## src/sv/acirpe_pkg.sv

```systemverilog
package acirpe_pkg;

  localparam int FRAME_BYTES = 13;
  localparam int PULSE_COUNT = 2 + FRAME_BYTES * 16 + 2;
  localparam int POS_W = 8;
  localparam int ADDR_W = $clog2(FRAME_BYTES);
  localparam int FILL_W = $clog2(FRAME_BYTES + 1);
  localparam int CFG_IDX_W = 3;
  localparam int DUR_W = 16;

  localparam logic [7:0] SYNC_BYTE = 8'hC3;
  localparam logic [7:0] HSWING_OFF = 8'hE0;
  localparam logic [7:0] LIGHT_OFF = 8'h08;
  localparam logic [7:0] TEMP_MIN = 8'd16;
  localparam logic [7:0] TEMP_MAX = 8'd32;
  localparam logic [7:0] TEMP_OFS = 8'd8;

  typedef enum logic [CFG_IDX_W-1:0] {
    CFG_HEADER_MARK  = 3'd0,
    CFG_HEADER_SPACE = 3'd1,
    CFG_BIT_MARK     = 3'd2,
    CFG_ONE_SPACE    = 3'd3,
    CFG_ZERO_SPACE   = 3'd4,
    CFG_GAP          = 3'd5
  } cfg_idx_t;

  typedef enum logic [2:0] {
    PK_HDR_MARK  = 3'd0,
    PK_HDR_SPACE = 3'd1,
    PK_BIT_MARK  = 3'd2,
    PK_BIT_SPACE = 3'd3,
    PK_GAP       = 3'd4
  } pulse_kind_t;

  typedef struct packed {
    logic [7:0] b1;
    logic [7:0] b4;
    logic [7:0] b6;
    logic [7:0] b9;
    logic [7:0] sum;
  } frame_set_t;

  function automatic logic [2:0] mode_code(input logic [2:0] m);
    logic [2:0] c;
    unique case (m)
      3'd1:    c = 3'b001;
      3'd2:    c = 3'b010;
      3'd3:    c = 3'b100;
      3'd4:    c = 3'b110;
      default: c = 3'b000;
    endcase
    return c;
  endfunction

  function automatic logic [2:0] fan_code(input logic [2:0] f);
    logic [2:0] c;
    unique case (f)
      3'd1:    c = 3'b011;
      3'd2:    c = 3'b010;
      3'd3:    c = 3'b001;
      default: c = 3'b101;
    endcase
    return c;
  endfunction

  function automatic frame_set_t build_set(input logic power, input logic [2:0] ac_mode,
                                           input logic [2:0] fan_speed,
                                           input logic [7:0] temp_c, input logic swing);
    frame_set_t s;
    logic [7:0] t;
    logic [7:0] ofs;
    t = temp_c;
    if (t < TEMP_MIN) t = TEMP_MIN;
    if (t > TEMP_MAX) t = TEMP_MAX;
    ofs = t - TEMP_OFS;
    s.b1 = {ofs[4:0], swing ? 3'b000 : 3'b111};
    s.b4 = {fan_code(fan_speed), 5'd0};
    s.b6 = {mode_code(ac_mode), 5'd0};
    s.b9 = {2'b00, power, 5'd0};
    s.sum = SYNC_BYTE + s.b1 + HSWING_OFF + s.b4 + s.b6 + s.b9 + LIGHT_OFF;
    return s;
  endfunction

  function automatic logic [7:0] frame_byte(input logic [ADDR_W-1:0] idx,
                                            input frame_set_t s);
    logic [7:0] b;
    unique case (idx)
      4'd0:    b = SYNC_BYTE;
      4'd1:    b = s.b1;
      4'd2:    b = HSWING_OFF;
      4'd4:    b = s.b4;
      4'd6:    b = s.b6;
      4'd9:    b = s.b9;
      4'd11:   b = LIGHT_OFF;
      4'd12:   b = s.sum;
      default: b = 8'd0;
    endcase
    return b;
  endfunction

endpackage

```

## src/sv/acirpe_ifs.sv

```systemverilog
interface acirpe_req_if;
  logic       valid;
  logic       ready;
  logic       mode;
  logic       power;
  logic [2:0] ac_mode;
  logic [2:0] fan_speed;
  logic [7:0] temp_c;
  logic       swing;
  modport source (output valid, mode, power, ac_mode, fan_speed, temp_c, swing, input ready);
  modport sink (input valid, mode, power, ac_mode, fan_speed, temp_c, swing, output ready);
endinterface

interface acirpe_rsp_if;
  logic        valid;
  logic        ready;
  logic [15:0] duration_us;
  logic        is_mark;
  logic        last;
  modport source (output valid, duration_us, is_mark, last, input ready);
  modport sink (input valid, duration_us, is_mark, last, output ready);
endinterface

interface acirpe_cfg_if;
  logic        valid;
  logic        ready;
  logic [2:0]  index;
  logic [15:0] data;
  modport source (output valid, index, data, input ready);
  modport sink (input valid, index, data, output ready);
endinterface

```

## src/sv/ac_ir_frame_pulse_encoder_top.sv

```systemverilog
// A next request's pulse passes the s1 register and the output register before it is
// valid on rsp. Throughput: one request per cycle unless rsp back-pressure or a fill
// stall holds it; a frame memory read is issued as the request is taken. After a load
// the 13 frame bytes are written in the background, one byte a cycle, kept ahead of the
// bit reads by the fill stall. Reset (rst, synchronous): timing registers return to
// defaults, no frame is active, pipeline empties; frame memory contents are kept.
module ac_ir_frame_pulse_encoder_top (
  input logic         clk,
  input logic         rst,
  acirpe_req_if.sink  req,
  acirpe_rsp_if.source rsp,
  acirpe_cfg_if.sink  cfg
);

  localparam int AW = acirpe_pkg::ADDR_W;
  localparam int FW = acirpe_pkg::FILL_W;
  localparam int PW = acirpe_pkg::POS_W;
  localparam int DW = acirpe_pkg::DUR_W;

  logic [DW-1:0] header_mark_us;
  logic [DW-1:0] header_space_us;
  logic [DW-1:0] bit_mark_us;
  logic [DW-1:0] one_space_us;
  logic [DW-1:0] zero_space_us;
  logic [DW-1:0] gap_us;

  logic [7:0] frame_mem [acirpe_pkg::FRAME_BYTES];
  logic [7:0] rd_data;

  logic [PW-1:0]           pos;
  logic                    active;
  logic [FW-1:0]           fill_cnt;
  acirpe_pkg::frame_set_t  fset;

  logic                    s1_valid;
  acirpe_pkg::pulse_kind_t s1_kind;
  logic [2:0]              s1_bit;

  logic          out_valid;
  logic [DW-1:0] out_dur;
  logic          out_mark;
  logic          out_last;

  acirpe_pkg::pulse_kind_t kind;
  logic [PW-1:0]           k;
  logic [AW-1:0]           rd_addr;
  logic                    fill_busy;
  logic                    stall;
  logic                    out_adv;
  logic                    s1_adv;
  logic                    s1_free;
  logic                    acc;
  logic                    acc_load;
  logic                    acc_next;
  logic [DW-1:0]           dur_next;
  logic                    mark_next;
  logic                    last_next;

  assign cfg.ready = 1'b1;

  always_ff @(posedge clk) begin
    if (rst) begin
      header_mark_us  <= 16'd9166;
      header_space_us <= 16'd4470;
      bit_mark_us     <= 16'd646;
      one_space_us    <= 16'd1647;
      zero_space_us   <= 16'd547;
      gap_us          <= 16'd30000;
    end else if (cfg.valid) begin
      case (cfg.index)
        acirpe_pkg::CFG_HEADER_MARK:  header_mark_us  <= cfg.data;
        acirpe_pkg::CFG_HEADER_SPACE: header_space_us <= cfg.data;
        acirpe_pkg::CFG_BIT_MARK:     bit_mark_us     <= cfg.data;
        acirpe_pkg::CFG_ONE_SPACE:    one_space_us    <= cfg.data;
        acirpe_pkg::CFG_ZERO_SPACE:   zero_space_us   <= cfg.data;
        acirpe_pkg::CFG_GAP:          gap_us          <= cfg.data;
        default: ;
      endcase
    end
  end

  always_comb begin
    k = pos - PW'(2);
    if (pos == PW'(0)) begin
      kind = acirpe_pkg::PK_HDR_MARK;
    end else if (pos == PW'(1)) begin
      kind = acirpe_pkg::PK_HDR_SPACE;
    end else if (pos < PW'(2 + acirpe_pkg::FRAME_BYTES * 16)) begin
      kind = k[0] ? acirpe_pkg::PK_BIT_SPACE : acirpe_pkg::PK_BIT_MARK;
    end else if (pos == PW'(acirpe_pkg::PULSE_COUNT - 2)) begin
      kind = acirpe_pkg::PK_BIT_MARK;
    end else begin
      kind = acirpe_pkg::PK_GAP;
    end
  end

  assign rd_addr   = k[AW+3:4];
  assign fill_busy = fill_cnt < FW'(acirpe_pkg::FRAME_BYTES);
  assign stall     = req.mode && active && fill_busy &&
                     (kind == acirpe_pkg::PK_BIT_SPACE) && (FW'(rd_addr) >= fill_cnt);

  assign out_adv  = !out_valid || rsp.ready;
  assign s1_adv   = s1_valid && out_adv;
  assign s1_free  = !s1_valid || out_adv;
  assign req.ready = s1_free && !stall;
  assign acc      = req.valid && req.ready;
  assign acc_load = acc && !req.mode;
  assign acc_next = acc && req.mode && active;

  always_ff @(posedge clk) begin
    if (rst) begin
      pos      <= '0;
      active   <= 1'b0;
      fill_cnt <= FW'(acirpe_pkg::FRAME_BYTES);
    end else if (acc_load) begin
      pos      <= '0;
      active   <= 1'b1;
      fill_cnt <= '0;
    end else begin
      if (acc_next) begin
        if (kind == acirpe_pkg::PK_GAP) begin
          pos    <= '0;
          active <= 1'b0;
        end else begin
          pos <= pos + PW'(1);
        end
      end
      if (fill_busy) begin
        fill_cnt <= fill_cnt + FW'(1);
      end
    end
  end

  always_ff @(posedge clk) begin
    if (acc_load) begin
      fset <= acirpe_pkg::build_set(req.power, req.ac_mode, req.fan_speed, req.temp_c,
                                    req.swing);
    end
  end

  always_ff @(posedge clk) begin
    if (fill_busy) begin
      frame_mem[fill_cnt[AW-1:0]] <= acirpe_pkg::frame_byte(fill_cnt[AW-1:0], fset);
    end
  end

  always_ff @(posedge clk) begin
    if (acc_next) begin
      rd_data <= frame_mem[rd_addr];
    end
  end

  always_ff @(posedge clk) begin
    if (rst) begin
      s1_valid <= 1'b0;
    end else if (acc_next) begin
      s1_valid <= 1'b1;
    end else if (s1_adv) begin
      s1_valid <= 1'b0;
    end
  end

  always_ff @(posedge clk) begin
    if (acc_next) begin
      s1_kind <= kind;
      s1_bit  <= k[3:1];
    end
  end

  always_comb begin
    dur_next  = '0;
    mark_next = 1'b0;
    last_next = 1'b0;
    unique case (s1_kind)
      acirpe_pkg::PK_HDR_MARK: begin
        dur_next  = header_mark_us;
        mark_next = 1'b1;
      end
      acirpe_pkg::PK_HDR_SPACE: begin
        dur_next = header_space_us;
      end
      acirpe_pkg::PK_BIT_MARK: begin
        dur_next  = bit_mark_us;
        mark_next = 1'b1;
      end
      acirpe_pkg::PK_BIT_SPACE: begin
        dur_next = rd_data[s1_bit] ? one_space_us : zero_space_us;
      end
      acirpe_pkg::PK_GAP: begin
        dur_next  = gap_us;
        last_next = 1'b1;
      end
      default: ;
    endcase
  end

  always_ff @(posedge clk) begin
    if (rst) begin
      out_valid <= 1'b0;
    end else if (out_adv) begin
      out_valid <= s1_valid;
    end
  end

  always_ff @(posedge clk) begin
    if (s1_adv) begin
      out_dur  <= dur_next;
      out_mark <= mark_next;
      out_last <= last_next;
    end
  end

  assign rsp.valid       = out_valid;
  assign rsp.duration_us = out_dur;
  assign rsp.is_mark     = out_mark;
  assign rsp.last        = out_last;

  a_fill_ahead: assert property (@(posedge clk) disable iff (rst)
    (acc_next && kind == acirpe_pkg::PK_BIT_SPACE) |-> (!fill_busy || FW'(rd_addr) < fill_cnt))
    else $error("frame byte read before it was written");

  a_gap_ends_frame: assert property (@(posedge clk) disable iff (rst)
    (acc_next && kind == acirpe_pkg::PK_GAP) |=> (!active && pos == '0))
    else $error("frame still active after gap");

  a_pos_range: assert property (@(posedge clk) disable iff (rst)
    pos < PW'(acirpe_pkg::PULSE_COUNT))
    else $error("pulse position out of range");

  a_last_is_space: assert property (@(posedge clk) disable iff (rst)
    (rsp.valid && rsp.last) |-> !rsp.is_mark)
    else $error("gap reported as mark");

endmodule
```

## src/flat_wrapper.sv

```systemverilog
// flat-port wrapper written by rule: the top's interface ports become plain ports
module ac_ir_frame_pulse_encoder_top_flat 
  (clk, rst, req_valid, req_mode, req_power, req_ac_mode, req_fan_speed, req_temp_c, req_swing, req_ready, rsp_valid, rsp_duration_us, rsp_is_mark, rsp_last, rsp_ready, cfg_valid, cfg_index, cfg_data, cfg_ready);
  acirpe_req_if req_i ();
  acirpe_rsp_if rsp_i ();
  acirpe_cfg_if cfg_i ();
  input logic clk;
  input logic rst;
  input wire logic [$bits(req_i.valid)-1:0] req_valid;
  input wire logic [$bits(req_i.mode)-1:0] req_mode;
  input wire logic [$bits(req_i.power)-1:0] req_power;
  input wire logic [$bits(req_i.ac_mode)-1:0] req_ac_mode;
  input wire logic [$bits(req_i.fan_speed)-1:0] req_fan_speed;
  input wire logic [$bits(req_i.temp_c)-1:0] req_temp_c;
  input wire logic [$bits(req_i.swing)-1:0] req_swing;
  output wire logic [$bits(req_i.ready)-1:0] req_ready;
  output wire logic [$bits(rsp_i.valid)-1:0] rsp_valid;
  output wire logic [$bits(rsp_i.duration_us)-1:0] rsp_duration_us;
  output wire logic [$bits(rsp_i.is_mark)-1:0] rsp_is_mark;
  output wire logic [$bits(rsp_i.last)-1:0] rsp_last;
  input wire logic [$bits(rsp_i.ready)-1:0] rsp_ready;
  input wire logic [$bits(cfg_i.valid)-1:0] cfg_valid;
  input wire logic [$bits(cfg_i.index)-1:0] cfg_index;
  input wire logic [$bits(cfg_i.data)-1:0] cfg_data;
  output wire logic [$bits(cfg_i.ready)-1:0] cfg_ready;
  assign req_i.valid = req_valid;
  assign req_i.mode = req_mode;
  assign req_i.power = req_power;
  assign req_i.ac_mode = req_ac_mode;
  assign req_i.fan_speed = req_fan_speed;
  assign req_i.temp_c = req_temp_c;
  assign req_i.swing = req_swing;
  assign req_ready = req_i.ready;
  assign rsp_valid = rsp_i.valid;
  assign rsp_duration_us = rsp_i.duration_us;
  assign rsp_is_mark = rsp_i.is_mark;
  assign rsp_last = rsp_i.last;
  assign rsp_i.ready = rsp_ready;
  assign cfg_i.valid = cfg_valid;
  assign cfg_i.index = cfg_index;
  assign cfg_i.data = cfg_data;
  assign cfg_ready = cfg_i.ready;
  ac_ir_frame_pulse_encoder_top u_core (.clk(clk), .rst(rst), .req(req_i), .rsp(rsp_i), .cfg(cfg_i));
endmodule
```

## config.mk

```make
export PLATFORM = sky130hd
export DESIGN_NAME = ac_ir_frame_pulse_encoder_top_flat
export DESIGN_NICKNAME = d
export VERILOG_FILES = /design/src/sv/acirpe_pkg.sv /design/src/sv/acirpe_ifs.sv /design/src/sv/ac_ir_frame_pulse_encoder_top.sv /design/src/flat_wrapper.sv
export SDC_FILE = /design/constraint.sdc
export NUM_CORES = 1
export LEC_CHECK = 0
export ABC_AREA = 1
export BUFFER_PORTS_ARGS = -buffer_cell sky130_fd_sc_hd__buf_2
export CAP_MARGIN = 30
export CELL_PAD_IN_SITES_DETAIL_PLACEMENT = 0
export CELL_PAD_IN_SITES_GLOBAL_PLACEMENT = 1
export CORE_MARGIN = 3
export CORE_UTILIZATION = 35
export CTS_BUF_LIST = sky130_fd_sc_hd__clkbuf_8
export DETAILED_ROUTE_END_ITERATION = 12
export PLACE_DENSITY = 0.71
export SYNTH_ARGS = -nofsm -noshare
export SYNTH_HDL_FRONTEND = slang
export SYNTH_SLANG_ARGS = --single-unit
```

## constraint.sdc

```tcl
create_clock -name clk -period 4.09 [get_ports clk]
set_clock_uncertainty 0.05 [all_clocks]
set_input_delay 0.818 -clock clk [delete_from_list [all_inputs] [get_ports clk]]
set_output_delay 0.818 -clock clk [all_outputs]
set_load 0.1 [all_outputs]
```

* Yosys cells after proc, flatten, opt, wreduce, memory -nomap -nowiden
Memories as Yosys holds them, arrays and structs flattened. A register that Yosys moved wholly into a read port is not among the register bits.
Cells that the tools add are included.
** Storage, ports and cells
- Flip-flop bits (word level) :: 158
- Memory bits (writable) :: 104
- Bits of input ports :: 41
- Output and inout bits :: 21
- Logic and storage cells :: 131
- Memories kept :: 1
** Operators by class
- Add/subtract/negate cells :: 10
- $lt $le $gt $ge :: 6
- Eq/ne operators :: 27
- Multiplexer cells :: 32
- Reductions and logical operators :: 33
** Memory list
- u_core.frame_mem :: depth 13, width 8, rd ports 1, clocked after memory_dff 1, write ports 1, line ac_ir_frame_pulse_encoder_top.sv:27 : logic [7:0] frame_mem [acirpe_pkg::FRAME_BYTES];
** Operator list (count)
- 16-bit one-hot mux with 5 select lines :: 1
- 8-bit one-hot mux with 8 select lines :: 1
- 8-bit two-way mux :: 4
- 3-bit by 2-bit equality test with 1-bit output (second input constant) :: 9
- 3-bit two-way mux :: 7
- 8-bit adder :: 2
- 16-bit two-way mux :: 1
- 3-bit equality test (second input constant) :: 5
- 2-bit AND reduction :: 7
- 3-bit by 1-bit equality test with 1-bit output (second input constant) :: 4
- 4-bit equality test (second input constant) :: 3
- 3-bit one-hot mux with 4 select lines :: 1
- 1-bit two-way mux :: 11
- 1-bit logical AND :: 10
- 5-bit two-way mux :: 2
- 3-bit one-hot mux with 3 select lines :: 1
- 8-bit by 1-bit adder with 8-bit output (second input constant) :: 1
- 8-bit by 4-bit adder with 8-bit output (second input constant) :: 1
- 8-bit by 6-bit adder with 8-bit output :: 1
- 8-bit adder (first input constant) :: 1
- 8-bit adder (second input constant) :: 1
- 4-bit by 3-bit equality test with 1-bit output (second input constant) :: 2
- 8-bit by 1-bit equality test with 1-bit output (second input constant) :: 1
- 8-bit equality test (second input constant) :: 1
- 20 further kinds :: 30

* Logic depth before layout (Yosys ltp)
- Depth after elaboration :: 23
- Depth in mapped cells :: 21
- Depth with buffers taken out :: 19

* Worst setup path before layout
OpenSTA, ideal clock, no wires.
- Path kind :: input to register
- Start :: input req_temp_c[7]
- End :: register u_core.fset[7] (netlist name) (data pin)
- Library setup time :: 0.258 ns
- Arrival :: 3.315 ns
- Required time :: 3.782 ns
- Path slack :: 0.467 ns
- Cell stages on the path :: 14
- Buffers on the path :: 0
- Cells stage by stage :: nor2_1 -> inv_1 -> nor2_1 -> nand3_1 -> fa_1 -> ha_1 -> ha_1 -> ha_1 -> nand3_1 -> nand2_1 -> xor2_1 -> xor2_1 -> xnor2_1 -> xnor2_1
** On the way
- Longest elaborated chain between the ends :: 13
** RTL lines
- start: declaration :: line flat_wrapper.sv:14 : input wire logic [$bits(req_i.temp_c)-1:0] req_temp_c;
- 8-bit by 5-bit less-than comparator with 1-bit output :: line acirpe_pkg.sv:73 : if (t < TEMP_MIN) t = TEMP_MIN;
- 8-bit two-way mux (*) :: line acirpe_pkg.sv:73
- 8-bit two-way mux (*) :: line ac_ir_frame_pulse_encoder_top.sv:135 : if (acc_load) begin
- 8-bit by 6-bit greater-than comparator with 1-bit output :: line acirpe_pkg.sv:74 : if (t > TEMP_MAX) t = TEMP_MAX;
- 5-bit two-way mux (*) :: line acirpe_pkg.sv:74
- 5-bit two-way mux (*) :: line ac_ir_frame_pulse_encoder_top.sv:135
- 5-bit by 4-bit subtractor with 5-bit output (*) :: line acirpe_pkg.sv:75 : ofs = t - TEMP_OFS;
- 8-bit adder (*) (4 in a row) :: line acirpe_pkg.sv:80 : s.sum = SYNC_BYTE + s.b1 + HSWING_OFF + s.b4 + s.b6 + s.b9 + LIGHT_OFF;
- 8-bit by 6-bit adder with 8-bit output (*) :: line acirpe_pkg.sv:80
- 8-bit by 4-bit adder with 8-bit output (*) :: line acirpe_pkg.sv:80
- end signal: assignment :: line ac_ir_frame_pulse_encoder_top.sv:136 : fset <= acirpe_pkg::build_set(req.power, req.ac_mode, req.fan_speed, req.temp_c,
- end: declaration :: line ac_ir_frame_pulse_encoder_top.sv:33 : acirpe_pkg::frame_set_t fset;
Mark *: on every way between the ends. The rest lies on a longest branch, timed or not. The select of a mux whose other input is x is not followed.
A chain may end at the register's enable or synchronous reset.

* Worst setup path after layout
- Start :: register u_core.pos[1]
- End :: output req_ready
** On the way
- Longest elaborated chain between the ends :: 10
- Elaborated cells between the ends (all ways) :: 15
- Classes of those cells :: add/sub: 1; order compare: 2; eq/ne: 3; mux: 4; reduce/logical: 5
** RTL lines
- start: declaration :: line ac_ir_frame_pulse_encoder_top.sv:30 : logic [PW-1:0] pos;
- start signal: assignment :: line ac_ir_frame_pulse_encoder_top.sv:125 : pos <= pos + PW'(1);
- branches (longest 7 deep; another with 8-bit less-than comparator)
- 1-bit logical AND (*) :: line ac_ir_frame_pulse_encoder_top.sv:100 : (kind == acirpe_pkg::PK_BIT_SPACE) && (FW'(rd_addr) >= fill_cnt);
- 1-bit zero test (*) :: line ac_ir_frame_pulse_encoder_top.sv:105 : assign req.ready = s1_free && !stall;
- 1-bit logical AND (*) :: line ac_ir_frame_pulse_encoder_top.sv:105
- end: declaration :: line flat_wrapper.sv:16 : output wire logic [$bits(req_i.ready)-1:0] req_ready;
Every way passes the cells marked *.

==> metrics.yaml <==
clock_tree:
  ctsHoldBuffers: 0
  cts_buffers: 45
  clk_path_buf_depth: 3
  postCtsSetupRepairBufs: 0
  cts_tree: "yes"
  clk_pin_slew_ns: 0.06
  cts_htree_levels: 2
  clk_latency_ns: 0.55
  cts-resized-gates: 0
  clock-sinks: 266
  clock-root-buffer: "clkbuf_8"
route:
  vias: 8526
  first_iter_violations: 536
  wl_per_cell_microns: 16.6
  wirelength_microns: 28800
  route.detailed.drc: 0
  drt_pass1_iterations: 5
  ant_nets: 0
  viasPerCell: 4.93
pwr:
  vdd_drop_max_uv: 189
  p_leak_nw: 5.24
  powerDensity_mw_per_mm2: 438
logic_synthesis:
  synthFlopType: "edfxtp_1"
  netlist.area_leader.share: 0.404
  syn_area_sq_mm: 0.0115
  synth-edff-count: 155
  synth-compound-area-share: 0.134
  synthArstFlopShare: 0
  synth-simple-area-share: 0.167
  yosys.area.top_type: "edfxtp_1"
  ys_top_cells_by_area: "edfxtp_1, dfxtp_1, o21ai_0"
  synth_cells: 1184
  synthAdderAreaFrac: 0.0295
  synth.area.mux_share: 0.000868
  synth_nets: 1251
  syn_avg_cell_area_sq_um: 9.74
  synth_seq_cells: 266
  ys_warn_count: 0
  ys_seq_area_frac: 0.596
  synth_top_family_by_area: "simple AND/OR/NAND/NOR gates"
  synth_xor_area_frac: 0.0150
  synth_cell_types: 46
die:
  floorplan.initialDensity: 0.360
  dieArea_sq_mm: 0.0352
  io_pins: 62
  rows: 65
  fp.coreArea_sq_mm: 0.0320
  die_w_microns: 188
  die_h_microns: 188
final_layout:
  n_fill_cell: 3213
  nNetsFinal: 1329
  final_common_cell: "nor2_1"
  area_growth_pct: 13.8
  final_cell_mix: "nor2_1, nand2_1, o21ai_0"
  drive_above_1_share: 0.145
  diodes: 0
min_path:
  min_from: "u_core.header_space_us[14]"
  min_delay_worst_endpoint: "u_core.header_space_us[14]"
  hold_class: "flop to flop"
  hold_depth: 2
sta:
  min_period_ns: 3.85
  rsz0062_at_grt: "no"
  slew_violations: 0
  slew_headroom: 0.357
  finalWorstSetupSlack_ns: 0.244
  hold_violations: 0
  fin_crit_sh: 0.940
  fmax_mhz: 260
  tns_ns: 0
  tightest_slew_ns: 0.961
  finalSetupViolCount: 0
global_routing:
  overflow: 0
  antenna_found_initial: 0
  grt_use_total: 0.163
  grt_pass1_vias: 8319
  grt_pass1_wl_microns: 46400
  grt_start_max_net_pins: 79
status:
  status: "finished clean"
setup_path:
  r2r_setup_slack_ns: 0.94
  cpPeakStageDelay_ns: 0.35
  crit_chain: "inv_2 -> ha_1 -> nand4_1 -> xor2_2 -> inv_2 -> ha_1 -> a21oi_1 -> nand3_1 -> nand4_2 -> nor2_4 -> nor2_8 -> buf_12"
  startpoint_type: "flop"
  critPathLaunch: "u_core.pos[1]"
  end_kind: "output port"
  cp_slowest_cell: "dfxtp_1"
  crit_path_max_fanout: 9
  path_class: "flop to output port"
  timing.rr.end: "u_core.fset[4]"
  reg2reg_from: "u_core.pos[1]"
  cp_data_required_time_ns: 3.22
  r2r_cells: 14
  critPathArrivalTime_ns: 2.98
placement:
  gp_congestion: 0.808
  preCtsSetupSlack_ns: 0.160
  io_buffer_count: 60
  dpl.hpwl_microns: 18100
run:
  cap_violations: 0
[report_power, final]
group          switching (W)  total, W  internal, W
clock                0.00103   0.00211      0.00108
combinational       0.000401  0.000569     0.000167
sequential         0.0000463   0.00307      0.00302
total                0.00148   0.00575      0.00427
[cells in the mapped netlist (9+ instances only)]
| master | n |
|---|---|
| nor2_1 | 196 |
| nand2_1 | 178 |
| o21ai_0 | 157 |
| edfxtp_1 | 155 |
| dfxtp_1 | 111 |
| inv_1 | 90 |
| nand3_1 | 42 |
| clkbuf_1 | 34 |
| a21oi_1 | 32 |
| ha_1 | 24 |
| a221oi_1 | 17 |
| o221ai_1 | 16 |
| o22ai_1 | 13 |
| o211ai_1 | 12 |
| nand2_2 | 11 |
| xor2_1 | 11 |
| buf_2 | 9 |
[how the worst max path moves through the flow]
stage                      to  slack (ns)  cells after the start
2_1_floorplan  u_core.fset[7]        0.47                     14
3_3_place_gp   u_core.fset[7]        0.19                     15
3_5_place_dp   u_core.fset[7]        0.16                     15
4_1_cts             req_ready        0.08                     12
5_1_grt             req_ready        0.04                     14
6_report            req_ready        0.24                     12
[worst max-delay path, delay by kind of cell, from the launching register on]
family                     cells  cell delay (ns)
DFF                            1             0.35
xor gates and xnor gates       1             0.19
AOI/OAI and AO/OA              1             0.16
and+or+nand+nor                5             0.63
buffers and inverters          3             0.57
adders and majority gates      2             0.54
[registers in the layout, summed over array words and instances, names as in the netlist, 16 cells and up]
register / count
u_core.one_space_us: 16
u_core.header_space_us: 16
u_core.rsp.duration_us: 16
u_core.fset: 19
u_core.gap_us: 16
u_core.frame_mem: 104
u_core.zero_space_us: 16
u_core.bit_mark_us: 16
u_core.header_mark_us: 16
[area by class of cell]
class	instances	area, sq um	area share
flip-flops and latches	266	6880	0.524
multi-input cells	764	4010	0.306
clock buffers	48	661	0.0503
well taps	435	544	0.0415
repair buffers	84	503	0.0383
inverters	101	392	0.0298
clock inverters	32	133	0.0101
[layer usage]
metal | GRT usage | part of all wire | up-vias
met2 | 0.269 | 0.47 | 221
met1 | 0.223 | 0.46 | 4054
met3 | 0.0277 | 0.051 | 54
met5 | 0 | 0 | -
met4 | 0.0427 | 0.020 | 0
li1 | - | - | 4197
[stage by stage]
step | total power, W | area (sq um) | hold slack (ns) | util | cells
final | 0.00575 | 13100 | 0.398 | 0.410 | 1730
after global routing | 0.00603 | 13100 | 0.392 | 0.410 | 1730
after CTS | 0.00582 | 13100 | 0.385 | 0.410 | 1730
after detailed placement | 0.00370 | 12300 | 0.390 | 0.385 | 1650
after global placement | 0.00368 | 12300 | 0.384 | 0.384 | 1649
after floorplan | 0.00348 | 11500 | 0.375 | - | 1184
[cells by family after synthesis]
| kind of cell | after synthesis |
|---|---|
| other cells | 1 |
| buf+inv | 154 |
| xor+xnor | 18 |
| flops | 266 |
| compound gates | 264 |
| mux | 1 |
| fa+ha+maj | 26 |
| simple gates | 454 |
Note: power is estimated with default switching activity, not from simulation.
